File: src/multi_button_debouncer_top_defines.svh
// Assertion macros shared by the button debouncer modules.
`ifndef MULTI_BUTTON_DEBOUNCER_TOP_DEFINES_SVH
`define MULTI_BUTTON_DEBOUNCER_TOP_DEFINES_SVH

// Same-cycle implication, sampled on i_clk and disabled during reset.
`define MBD_ASSERT_NOW(label, ante, cons, msg) \
    label: assert property (@(posedge i_clk) disable iff (!i_rst_n) (ante) |-> (cons)) \
        else $error(msg);

// Next-cycle implication, sampled on i_clk and disabled during reset.
`define MBD_ASSERT_NEXT(label, ante, cons, msg) \
    label: assert property (@(posedge i_clk) disable iff (!i_rst_n) (ante) |=> (cons)) \
        else $error(msg);

`endif

File: src/mbd_pkg.sv
// Shared constants and types of the button debouncer.
`default_nettype none

package mbd_pkg;

    localparam int DEB_W  = 10;
    localparam int HOLD_W = 16;

    localparam logic [DEB_W-1:0]  STABLE_MAX = '1;
    localparam logic [HOLD_W-1:0] HOLD_MAX   = '1;

    localparam int CFG_W = 1;

    localparam logic [CFG_W-1:0] CFG_ENABLE_MASK    = 1'b0;
    localparam logic [CFG_W-1:0] CFG_DEBOUNCE_TICKS = 1'b1;

    typedef struct packed {
        logic level;
        logic press;
        logic release_flag;
        logic held;
    } t_lane_res;

endpackage

`default_nettype wire

File: src/mbd_lane.sv
// Debounce, edge flag and hold counter state of one button.
`default_nettype none
`include "multi_button_debouncer_top_defines.svh"

module mbd_lane import mbd_pkg::*; (
    input  wire logic              i_clk,
    input  wire logic              i_rst_n,
    input  wire logic              i_step,
    input  wire logic              i_enable,
    input  wire logic [DEB_W-1:0]  i_debounce_ticks,
    input  wire logic              i_raw,
    input  wire logic              i_ack_press,
    input  wire logic              i_ack_release,
    input  wire logic [HOLD_W-1:0] i_hold_ms,
    output t_lane_res              o_res
);

    logic              r_last_raw;
    logic              r_stable_level;
    logic              r_press_flag;
    logic              r_release_flag;
    logic [DEB_W-1:0]  r_stable_count;
    logic [HOLD_W-1:0] r_hold_count;

    logic              n_last_raw;
    logic              n_stable_level;
    logic              n_press_flag;
    logic              n_release_flag;
    logic [DEB_W-1:0]  n_stable_count;
    logic [HOLD_W-1:0] n_hold_count;

    always_comb begin
        n_last_raw     = 1'b1;
        n_stable_level = 1'b1;
        n_press_flag   = 1'b0;
        n_release_flag = 1'b0;
        n_stable_count = '0;
        n_hold_count   = '0;
        if (i_enable) begin
            n_press_flag   = r_press_flag & ~i_ack_press;
            n_release_flag = r_release_flag & ~i_ack_release;
            n_last_raw     = i_raw;
            n_stable_level = r_stable_level;
            if (i_raw != r_last_raw) begin
                n_stable_count = '0;
            end else if (r_stable_count < STABLE_MAX) begin
                n_stable_count = r_stable_count + DEB_W'(1);
            end else begin
                n_stable_count = r_stable_count;
            end
            if (!r_stable_level && (r_hold_count < HOLD_MAX)) begin
                n_hold_count = r_hold_count + HOLD_W'(1);
            end else begin
                n_hold_count = r_hold_count;
            end
            if ((n_stable_count >= i_debounce_ticks) && (n_last_raw != r_stable_level)) begin
                n_stable_level = n_last_raw;
                if (!n_last_raw) begin
                    n_press_flag = 1'b1;
                    n_hold_count = '0;
                end else begin
                    n_release_flag = 1'b1;
                end
            end
        end
    end

    always_comb begin
        o_res.level        = n_stable_level;
        o_res.press        = n_press_flag;
        o_res.release_flag = n_release_flag;
        o_res.held         = !n_stable_level && (n_hold_count >= i_hold_ms);
    end

    always_ff @(posedge i_clk) begin
        if (!i_rst_n) begin
            r_last_raw     <= 1'b1;
            r_stable_level <= 1'b1;
            r_press_flag   <= 1'b0;
            r_release_flag <= 1'b0;
            r_stable_count <= '0;
            r_hold_count   <= '0;
        end else if (i_step) begin
            r_last_raw     <= n_last_raw;
            r_stable_level <= n_stable_level;
            r_press_flag   <= n_press_flag;
            r_release_flag <= n_release_flag;
            r_stable_count <= n_stable_count;
            r_hold_count   <= n_hold_count;
        end
    end

    `MBD_ASSERT_NOW(a_held_needs_low, o_res.held, !o_res.level, "Held button is not low.")
    `MBD_ASSERT_NEXT(a_disabled_clears, i_step && !i_enable,
                     r_stable_level && !r_press_flag && !r_release_flag && (r_hold_count == '0),
                     "Disabled button kept state.")

endmodule

`default_nettype wire

File: src/mbd_merge.sv
// Gathers the lane results into one beat and buffers it with a skid stage.
`default_nettype none
`include "multi_button_debouncer_top_defines.svh"

module mbd_merge import mbd_pkg::*; #(
    parameter int BUTTON_COUNT = 4
) (
    input  wire logic                    i_clk,
    input  wire logic                    i_rst_n,
    input  wire logic                    i_push,
    input  wire t_lane_res               i_res [BUTTON_COUNT],
    input  wire logic                    i_out_stall,
    output logic                         o_full,
    output logic                         o_out_valid,
    output logic [BUTTON_COUNT-1:0]      o_debounced_levels,
    output logic [BUTTON_COUNT-1:0]      o_press_pending,
    output logic [BUTTON_COUNT-1:0]      o_release_pending,
    output logic [BUTTON_COUNT-1:0]      o_held_mask
);

    localparam int DATA_W = 4 * BUTTON_COUNT;

    logic [DATA_W-1:0] n_data;
    logic [DATA_W-1:0] r_out_data;
    logic [DATA_W-1:0] r_skid_data;
    logic              r_out_valid;
    logic              r_skid_valid;
    logic              out_taken;

    always_comb begin
        for (int i = 0; i < BUTTON_COUNT; i++) begin
            n_data[i]                  = i_res[i].level;
            n_data[BUTTON_COUNT + i]   = i_res[i].press;
            n_data[2*BUTTON_COUNT + i] = i_res[i].release_flag;
            n_data[3*BUTTON_COUNT + i] = i_res[i].held;
        end
    end

    assign out_taken = r_out_valid && !i_out_stall;

    always_ff @(posedge i_clk) begin
        if (!i_rst_n) begin
            r_out_valid  <= 1'b0;
            r_skid_valid <= 1'b0;
        end else if (!r_out_valid || out_taken) begin
            if (r_skid_valid) begin
                r_out_valid  <= 1'b1;
                r_skid_valid <= 1'b0;
            end else begin
                r_out_valid <= i_push;
            end
        end else if (i_push) begin
            r_skid_valid <= 1'b1;
        end
    end

    always_ff @(posedge i_clk) begin
        if (!r_out_valid || out_taken) begin
            r_out_data <= r_skid_valid ? r_skid_data : n_data;
        end
        if (i_push && !(!r_out_valid || out_taken)) begin
            r_skid_data <= n_data;
        end
    end

    assign o_full             = r_skid_valid;
    assign o_out_valid        = r_out_valid;
    assign o_debounced_levels = r_out_data[BUTTON_COUNT-1:0];
    assign o_press_pending    = r_out_data[2*BUTTON_COUNT-1:BUTTON_COUNT];
    assign o_release_pending  = r_out_data[3*BUTTON_COUNT-1:2*BUTTON_COUNT];
    assign o_held_mask        = r_out_data[4*BUTTON_COUNT-1:3*BUTTON_COUNT];

    `MBD_ASSERT_NOW(a_skid_behind_out, r_skid_valid, r_out_valid, "Skid stage filled ahead of output.")
    `MBD_ASSERT_NEXT(a_push_while_held, i_push && r_out_valid && i_out_stall,
                     r_skid_valid && r_out_valid, "Beat lost while output stalled.")

endmodule

`default_nettype wire

File: src/multi_button_debouncer_top.sv
// Top level of the multi-button debouncer with edge flags and hold detection.
//
// Each input beat is one millisecond tick carrying the raw active-low button
// levels, press and release acknowledge masks and a hold threshold. Every
// accepted beat yields exactly one output beat with the debounced levels,
// the pending press and release flags and the held mask.
// Both channels use valid and stall; a beat moves when valid is high and
// stall is low. The configuration port writes enable_mask (index 0) and
// debounce_ticks (index 1); the user writes them only while idle, and the
// block does not enforce it. One lane per button updates its state in the
// cycle a beat is accepted; the result is registered and a new beat can be
// accepted every cycle while o_in_stall is low. When the receiver stalls, one
// further beat is held in a skid stage, after which o_in_stall rises until
// the output drains. Synchronous reset clears all button state, empties the
// output stage, sets enable_mask to zero and debounce_ticks to twenty.
`default_nettype none

module multi_button_debouncer_top import mbd_pkg::*; #(
    parameter int BUTTON_COUNT = 4,
    localparam int CFG_DATA_W = (BUTTON_COUNT > DEB_W) ? BUTTON_COUNT : DEB_W
) (
    input  wire logic                    i_clk,
    input  wire logic                    i_rst_n,
    input  wire logic                    i_cfg_we,
    input  wire logic [CFG_W-1:0]        i_cfg_index,
    input  wire logic [CFG_DATA_W-1:0]   i_cfg_data,
    input  wire logic                    i_in_valid,
    output logic                         o_in_stall,
    input  wire logic [BUTTON_COUNT-1:0] i_raw_levels,
    input  wire logic [BUTTON_COUNT-1:0] i_ack_press,
    input  wire logic [BUTTON_COUNT-1:0] i_ack_release,
    input  wire logic [HOLD_W-1:0]       i_hold_ms,
    output logic                         o_out_valid,
    input  wire logic                    i_out_stall,
    output logic [BUTTON_COUNT-1:0]      o_debounced_levels,
    output logic [BUTTON_COUNT-1:0]      o_press_pending,
    output logic [BUTTON_COUNT-1:0]      o_release_pending,
    output logic [BUTTON_COUNT-1:0]      o_held_mask
);

    logic [BUTTON_COUNT-1:0] r_enable_mask;
    logic [DEB_W-1:0]        r_debounce_ticks;
    logic                    in_accept;
    logic                    full;
    t_lane_res               lane_res [BUTTON_COUNT];

    always_ff @(posedge i_clk) begin
        if (!i_rst_n) begin
            r_enable_mask    <= '0;
            r_debounce_ticks <= DEB_W'(20);
        end else if (i_cfg_we) begin
            case (i_cfg_index)
                CFG_ENABLE_MASK:    r_enable_mask    <= i_cfg_data[BUTTON_COUNT-1:0];
                CFG_DEBOUNCE_TICKS: r_debounce_ticks <= i_cfg_data[DEB_W-1:0];
                default: ;
            endcase
        end
    end

    assign o_in_stall = full;
    assign in_accept  = i_in_valid && !full;

    for (genvar g = 0; g < BUTTON_COUNT; g++) begin : g_lane
        mbd_lane u_lane (
            .i_clk            (i_clk),
            .i_rst_n          (i_rst_n),
            .i_step           (in_accept),
            .i_enable         (r_enable_mask[g]),
            .i_debounce_ticks (r_debounce_ticks),
            .i_raw            (i_raw_levels[g]),
            .i_ack_press      (i_ack_press[g]),
            .i_ack_release    (i_ack_release[g]),
            .i_hold_ms        (i_hold_ms),
            .o_res            (lane_res[g])
        );
    end

    mbd_merge #(
        .BUTTON_COUNT (BUTTON_COUNT)
    ) u_merge (
        .i_clk              (i_clk),
        .i_rst_n            (i_rst_n),
        .i_push             (in_accept),
        .i_res              (lane_res),
        .i_out_stall        (i_out_stall),
        .o_full             (full),
        .o_out_valid        (o_out_valid),
        .o_debounced_levels (o_debounced_levels),
        .o_press_pending    (o_press_pending),
        .o_release_pending  (o_release_pending),
        .o_held_mask        (o_held_mask)
    );

endmodule

`default_nettype wire

File: config.mk
export PLATFORM = sky130hd
export DESIGN_NAME = multi_button_debouncer_top
export DESIGN_NICKNAME = d
export VERILOG_FILES = /design/src/mbd_pkg.sv /design/src/mbd_lane.sv /design/src/mbd_merge.sv /design/src/multi_button_debouncer_top.sv
export VERILOG_INCLUDE_DIRS = /design/src /design/src/src
export SDC_FILE = /design/constraint.sdc
export NUM_CORES = 1
export LEC_CHECK = 0
export BUFFER_PORTS_ARGS = -buffer_cell sky130_fd_sc_hd__buf_2
export CORE_MARGIN = 2
export CORE_UTILIZATION = 57
export CTS_CLUSTER_SIZE = 8
export DETAILED_ROUTE_END_ITERATION = 12
export MAX_ROUTING_LAYER = met4
export PLACE_DENSITY = 0.78
export SLEW_MARGIN = 20
export SYNTH_ARGS = -nofsm -noshare
export SYNTH_HDL_FRONTEND = slang
export SYNTH_SLANG_ARGS = --single-unit
File: constraint.sdc
create_clock -name i_clk -period 4.4 [get_ports i_clk]
set_input_delay 0.88 -clock i_clk [delete_from_list [all_inputs] [get_ports i_clk]]
set_output_delay 0.88 -clock i_clk [all_outputs]
set_load 0.03 [all_outputs]
-- Word level (Yosys, flattened, before mapping)
Cells that the tools add are included.
- add/subtract/negate cells: 8
- $lt $le $gt $ge: 16
- equality and inequality tests: 8
- muxes and demuxes: 70
- bitwise gates (word level): 18
- reduce and logical (&&, ||, !) cells: 31
- operators with widths (operator ; number):
    16-bit two-way mux ; 17
    10-bit two-way mux ; 16
    16-bit by 1-bit adder with 16-bit output, second input constant ; 4
    16-bit greater-or-equal comparator ; 4
    16-bit less-than comparator, second input constant ; 4
    10-bit by 1-bit adder with 10-bit output, second input constant ; 4
    10-bit greater-or-equal comparator ; 4
    10-bit less-than comparator, second input constant ; 4
    1-bit two-way mux ; 37
    1-bit logical AND ; 15
    1-bit zero test ; 12
    1-bit NOT ; 10
    1-bit bitwise AND ; 8
    1-bit inequality test ; 8
    2-bit AND reduction ; 2
    2-bit OR reduction ; 1
    1-bit logical OR ; 1
- register bits: 168
- bits of input ports: 44
- output and inout port bits: 18

-- Depth between registers and ports, before layout
- word-level depth: 11
- gate-level depth with buffers: 23
- gate-level depth less buffers: 20

-- Hierarchy
Synthesis repeated with hierarchy kept, for this count alone.
- cell total of the unflattened synthesis: 1560
- area, all modules: 12818.5 um^2
- modules (own cells, without submodules) (module ; times used ; cells each ; area each (um^2) ; seq. area each (um^2)):
    mbd_lane (g_lane[0].u_lane ...) ; 2 ; 361 ; 2671.3 ; 600.6
    mbd_lane (g_lane[2].u_lane) ; 1 ; 357 ; 2821.5 ; 600.6
    mbd_lane (g_lane[3].u_lane) ; 1 ; 362 ; 2800.2 ; 600.6
    mbd_merge ; 1 ; 57 ; 1277.5 ; 1001.0
    multi_button_debouncer_top ; 1 ; 62 ; 576.8 ; 280.3

-- Worst setup path before layout
OpenSTA, ideal clock, no wires.
- path type: register to register
- start point: register g_lane[1].u_lane.r_stable_count[0]
- end point: register u_merge.r_out_data[13], data pin
- library setup time: 0.270 ns
- arrival: 4.275 ns
- data required time: 4.130 ns
- path slack: -0.145 ns
- stages on the path, launching flop included: 23
- path buffers: 3
- clock period less this slack: 4.545 ns
- cell sequence: dfxtp_1 > ha_1 > nand4_1 > or3_1 > clkbuf_1 > nand4_1 > xor2_1 > nor2_1 > ha_1 > nand2_1 > o21ai_0 > o21bai_1 > a21o_1 > clkbuf_1 > buf_1 > nor2_1 > ha_1 > a211oi_1 > nor2_1 > a211oi_1 > o21ai_0 > a41oi_1 > o31ai_1
- longest elaborated chain between the ends: 11
- elaborated cells between the ends (all ways): 15
- ends and longest elaborated chain (item ; line ; source):
    start, declared ; mbd_lane.sv:22 ; logic [DEB_W-1:0] r_stable_count;
    start signal, assigned ; mbd_lane.sv:88 ; r_stable_count <= n_stable_count;
    10-bit by 1-bit adder with 10-bit output / 10-bit less-than comparator (equally long branches) ; mbd_lane.sv:47, mbd_lane.sv:46 ;
    10-bit two-way mux * ; mbd_lane.sv:46 ; end else if (r_stable_count < STABLE_MAX) begin
    10-bit two-way mux * ; mbd_lane.sv:44 ; if (i_raw != r_last_raw) begin
    10-bit two-way mux * ; mbd_lane.sv:39 ; if (i_enable) begin
    10-bit greater-or-equal comparator * ; mbd_lane.sv:56 ; if ((n_stable_count >= i_debounce_ticks) && (n_last_raw != r_stable_level)) begin
    1-bit logical AND * ; mbd_lane.sv:56 ;
    16-bit two-way mux * ; mbd_lane.sv:56 ;
    16-bit two-way mux * ; mbd_lane.sv:39 ;
    named net g_lane[1].u_lane.n_hold_count[13] ; mbd_lane.sv:30 ; logic [HOLD_W-1:0] n_hold_count;
    16-bit greater-or-equal comparator * ; mbd_lane.sv:72 ; o_res.held = !n_stable_level && (n_hold_count >= i_hold_ms);
    1-bit logical AND * ; mbd_lane.sv:72 ;
    16-bit two-way mux * ; mbd_merge.sv:59 ; r_out_data <= r_skid_valid ? r_skid_data : n_data;
    end signal, assigned ; mbd_merge.sv:59 ;
    end, declared ; mbd_merge.sv:24 ; logic [DATA_W-1:0] r_out_data;
Mark *: on every way through the listed nets, which the timed path passes. The rest lies on a longest branch. The select of a mux whose other input is x is not followed.
A chain may end at the register's enable or synchronous reset.

-- Final worst setup path
Same ends and word-level chain as after synthesis.

==> metrics.cfg <==
[run_status]
status=complete, no violations

[min_path]
hold_path.class=flip-flop to flip-flop

[global_routing]
grt_max_degree=63
grt_usage=0.3126
grt_pass1_wl_mm=54.61
antenna_found_initial=0
grt.met2_usage=0.4936
global_route.usage.met1=0.3879
met3_usage=0.04878
grt_pass1_vias=11127
globalRoute.totalOverflow=0
busiest_layer=met2

[timing]
postLayoutSetupSlackWorst_ns=0.09350
drv_slew=0
clock_skew_ns=0.008560
finalHoldViolCount=0
post-route-min-period_ns=4.307
max_freq_mhz=232.2
min_period_over_period=0.9788
relSlewSlack=0.4677
setup_viol=0
worst_pin_slew_ns=0.7974

[power]
seqPwrFrac=0.435
clock_power_share=0.467
p_sw_uw=942.2
swShare=0.2568
internal-power_mw=2.726
combPwrFrac=0.097
leakagePower_nw=5.218
powerDensity_mw_per_mm2=262.3
total_power_mw=3.668
peakVddDrop_v=0.0002128

[synth]
synth_cells=1512
synth_flop_cell=dfxtp_1
synthArstFlopShare=0
synth_edf_count=32
postSynthAreaPerCell_um2=8.037
ys_warn_count=0
yosysTopAreaCell=dfxtp_1
synthTopCellsByArea=dfxtp_1 22%, ha_1 12%, edfxtp_1 7.9%, nor2_1 5.3%, nand2_1 5.0%
seq_area_frac_synth=0.3031
synth_cell_types=85
ys_ff_latch=168
synth_area_mm2=0.01215
synth_nets=1668
yosysTopAreaCellShare=0.2241

[placement]
post-dp-hpwl_mm=24.33
io_buffers=61
gp_congestion=0.9435
place_inst=1817
dp_slack_ns=-0.05632

[die]
initial_core_util=0.5799
die_x_um=150.0
die_area_mm2=0.02250
die-height_um=150.0
pin_count=62
num_rows=53
core_mm2=0.02096

[setup_path]
critPathLaunchType=flip-flop
startpoint=g_lane[1].u_lane.r_stable_count[0]
crit_end=u_merge.r_out_data[13]
worst_ep_arrival_time_ns=4.47
critPathRequiredTime_ns=4.57
crit_type=flip-flop to flip-flop
cp_max_fo=5
reg2reg_from=g_lane[1].u_lane.r_stable_count[0]
r2r_slack_ns=0.09
r2r_end=u_merge.r_out_data[13]
worst-r2r-cell-count=19
end_kind=flip-flop

[cts]
ctsLongestPathBuffers=2
cts_tree=done
cts_root_buffer=clkbuf_16
cts_sinks=168
insertion_delay_ns=0.44
cts_buffers=17
cts.clk_slew.worst_paths_ns=0.07
htreeDepth=4

[drt]
dr_total_vias=11909
drt-total-wl_mm=34.81
drt_iter0_markers=963
drt.antenna.violating_nets=0
remaining_drc_errors=0
vias_per_cell=6.375
firstDrtPassIters=8
wl_per_cell_um=18.63

[cells_and_area]
drive_above_1_share=0.1620
layout.cells.non_filler=1868
area_growth_pct=15.08
final_net_count=1736
diodes=0
utilization=0.6674

[flow_run]
cap_violations=0

## cell usage in the layout, fill, tap and decap left out, types with 18 or more instances in the layout
master,instances
inv_1,35
nor2_1,170
edfxtp_1,32
buf_2,61
xor2_1,38
nand2b_1,20
nand3_1,66
nor2b_1,19
ha_1,110
dfxtp_1,135
xnor2_1,26
a31oi_1,41
o21a_1,24
o21ai_0,53
or4_1,25
nand2_1,162
nand4_1,40
and3_1,18
nor3_1,36
buf_4,71
a21oi_1,92
## power by group through the flow
stage	clock (mW)	sequential (mW)	combinational, mW
floorplan	0	1.64	0.186
global placement	0	1.63	0.315
detailed placement	0	1.63	0.323
CTS	1.73	1.60	0.327
global route	1.78	1.60	0.387
finish	1.71	1.60	0.357
## flip-flops by register name, indices dropped and copies added (netlist names), 10 cells and up
signal and count:
u_merge.r_skid_data 16, r_debounce_ticks 10, u_merge.r_out_data 16, g_lane.u_lane.r_hold_count 64
g_lane.u_lane.r_stable_count 40
## kinds of logic after synthesis
group           count (synthesis)  synth area share
flops                         168            0.3031
simple gates                  652            0.2729
fa+ha+maj                     112            0.1153
buf+inv                       125           0.04108
xor+xnor                       66           0.04757
mux                            19           0.01648
compound gates                370            0.2036
## routing by layer
layer / up-vias / wire (um)
met2: 480 / 16160
met3: 99 / 2382
met4: 0 / 1559
li1: 5715 / -
met1: 5615 / 14700
met5: - / 0
## worst min path at each step
stage	slack [ns]	cells after the start	from	end
after floorplan	0.44	2	r_debounce_ticks[1]	r_debounce_ticks[1]
after global placement	0.44	2	r_debounce_ticks[7]	r_debounce_ticks[7]
after detailed placement	0.45	2	r_debounce_ticks[1]	r_debounce_ticks[1]
after CTS	0.46	2	r_debounce_ticks[1]	r_debounce_ticks[1]
after global routing	0.48	2	r_debounce_ticks[5]	r_debounce_ticks[5]
final	0.46	2	r_debounce_ticks[6]	r_debounce_ticks[6]
## cell usage after synthesis, types with 6 or more instances
library cell  count
ha_1            112
nand4_1          40
nand2b_1         21
or4_1            25
inv_1            35
buf_2            15
nor3_1           41
nor4_1           17
a32o_1            9
a22oi_1          17
dfxtp_1         136
o21bai_1          9
nand3b_1          8
mux2i_1          11
o21ai_0          58
a211oi_1         24
mux2_2            8
and3_1           19
o31ai_1           9
a41oi_1           6
o21a_1           24
xor2_1           40
nor2_1          173
or3_1            11
a31oi_1          44
edfxtp_1         32
clkbuf_1         61
nor2b_1          20
and4_1            7
a21o_1            9
and2_1            9
a21oi_1         101
buf_1             9
nand2_1         162
nand3_1          67
xnor2_1          26
## layout make-up
type,count,area [um2]
clock buffers,18,439.2
clock inverters,14,219.0
fillers,1688,6970
inverters,36,135.1
multi-input cells,1222,8282
flip-flops and latches,168,3685
well taps,275,344.1
repair buffers,135,880.8
## repair_timing
action / in CTS / in global routing
endpoints found under the setup margin: 2 / 8
setup buffers: 1 / 15
resized for setup: 1 / 61
pin swaps: 1 / 19
cloned: 0 / 3
hold buffers: 0 / 0
## critical path, stage by stage, from the launching register on
cell	delay, ns
dfxtp_1	0.34
ha_1	0.17
nand4_1	0.12
or3_4	0.45
xor2_1	0.21
nand2_1	0.11
ha_1	0.29
nand2b_1	0.17
a21oi_1	0.24
o21bai_1	0.13
a21o_2	0.30
nor2_2	0.15
o21a_1	0.16
ha_1	0.25
a21oi_1	0.16
nor2_1	0.06
a211oi_1	0.29
o21ai_1	0.12
a41oi_2	0.23
o31ai_1	0.09
## through the flow
| stage | setup TNS, ns | hold slack [ns] | area, um2 |
|---|---|---|---|
| CTS | 0 | 0.4585 | 13570 |
| finish | 0 | 0.4625 | 13980 |
| floorplan | 0 | 0.4363 | 12160 |
| global placement | -0.02249 | 0.4420 | 12900 |
| detailed placement | -0.1403 | 0.4495 | 12900 |
| global route | -0.3153 | 0.4815 | 13980 |
Note: power is estimated with default switching activity, not from simulation.
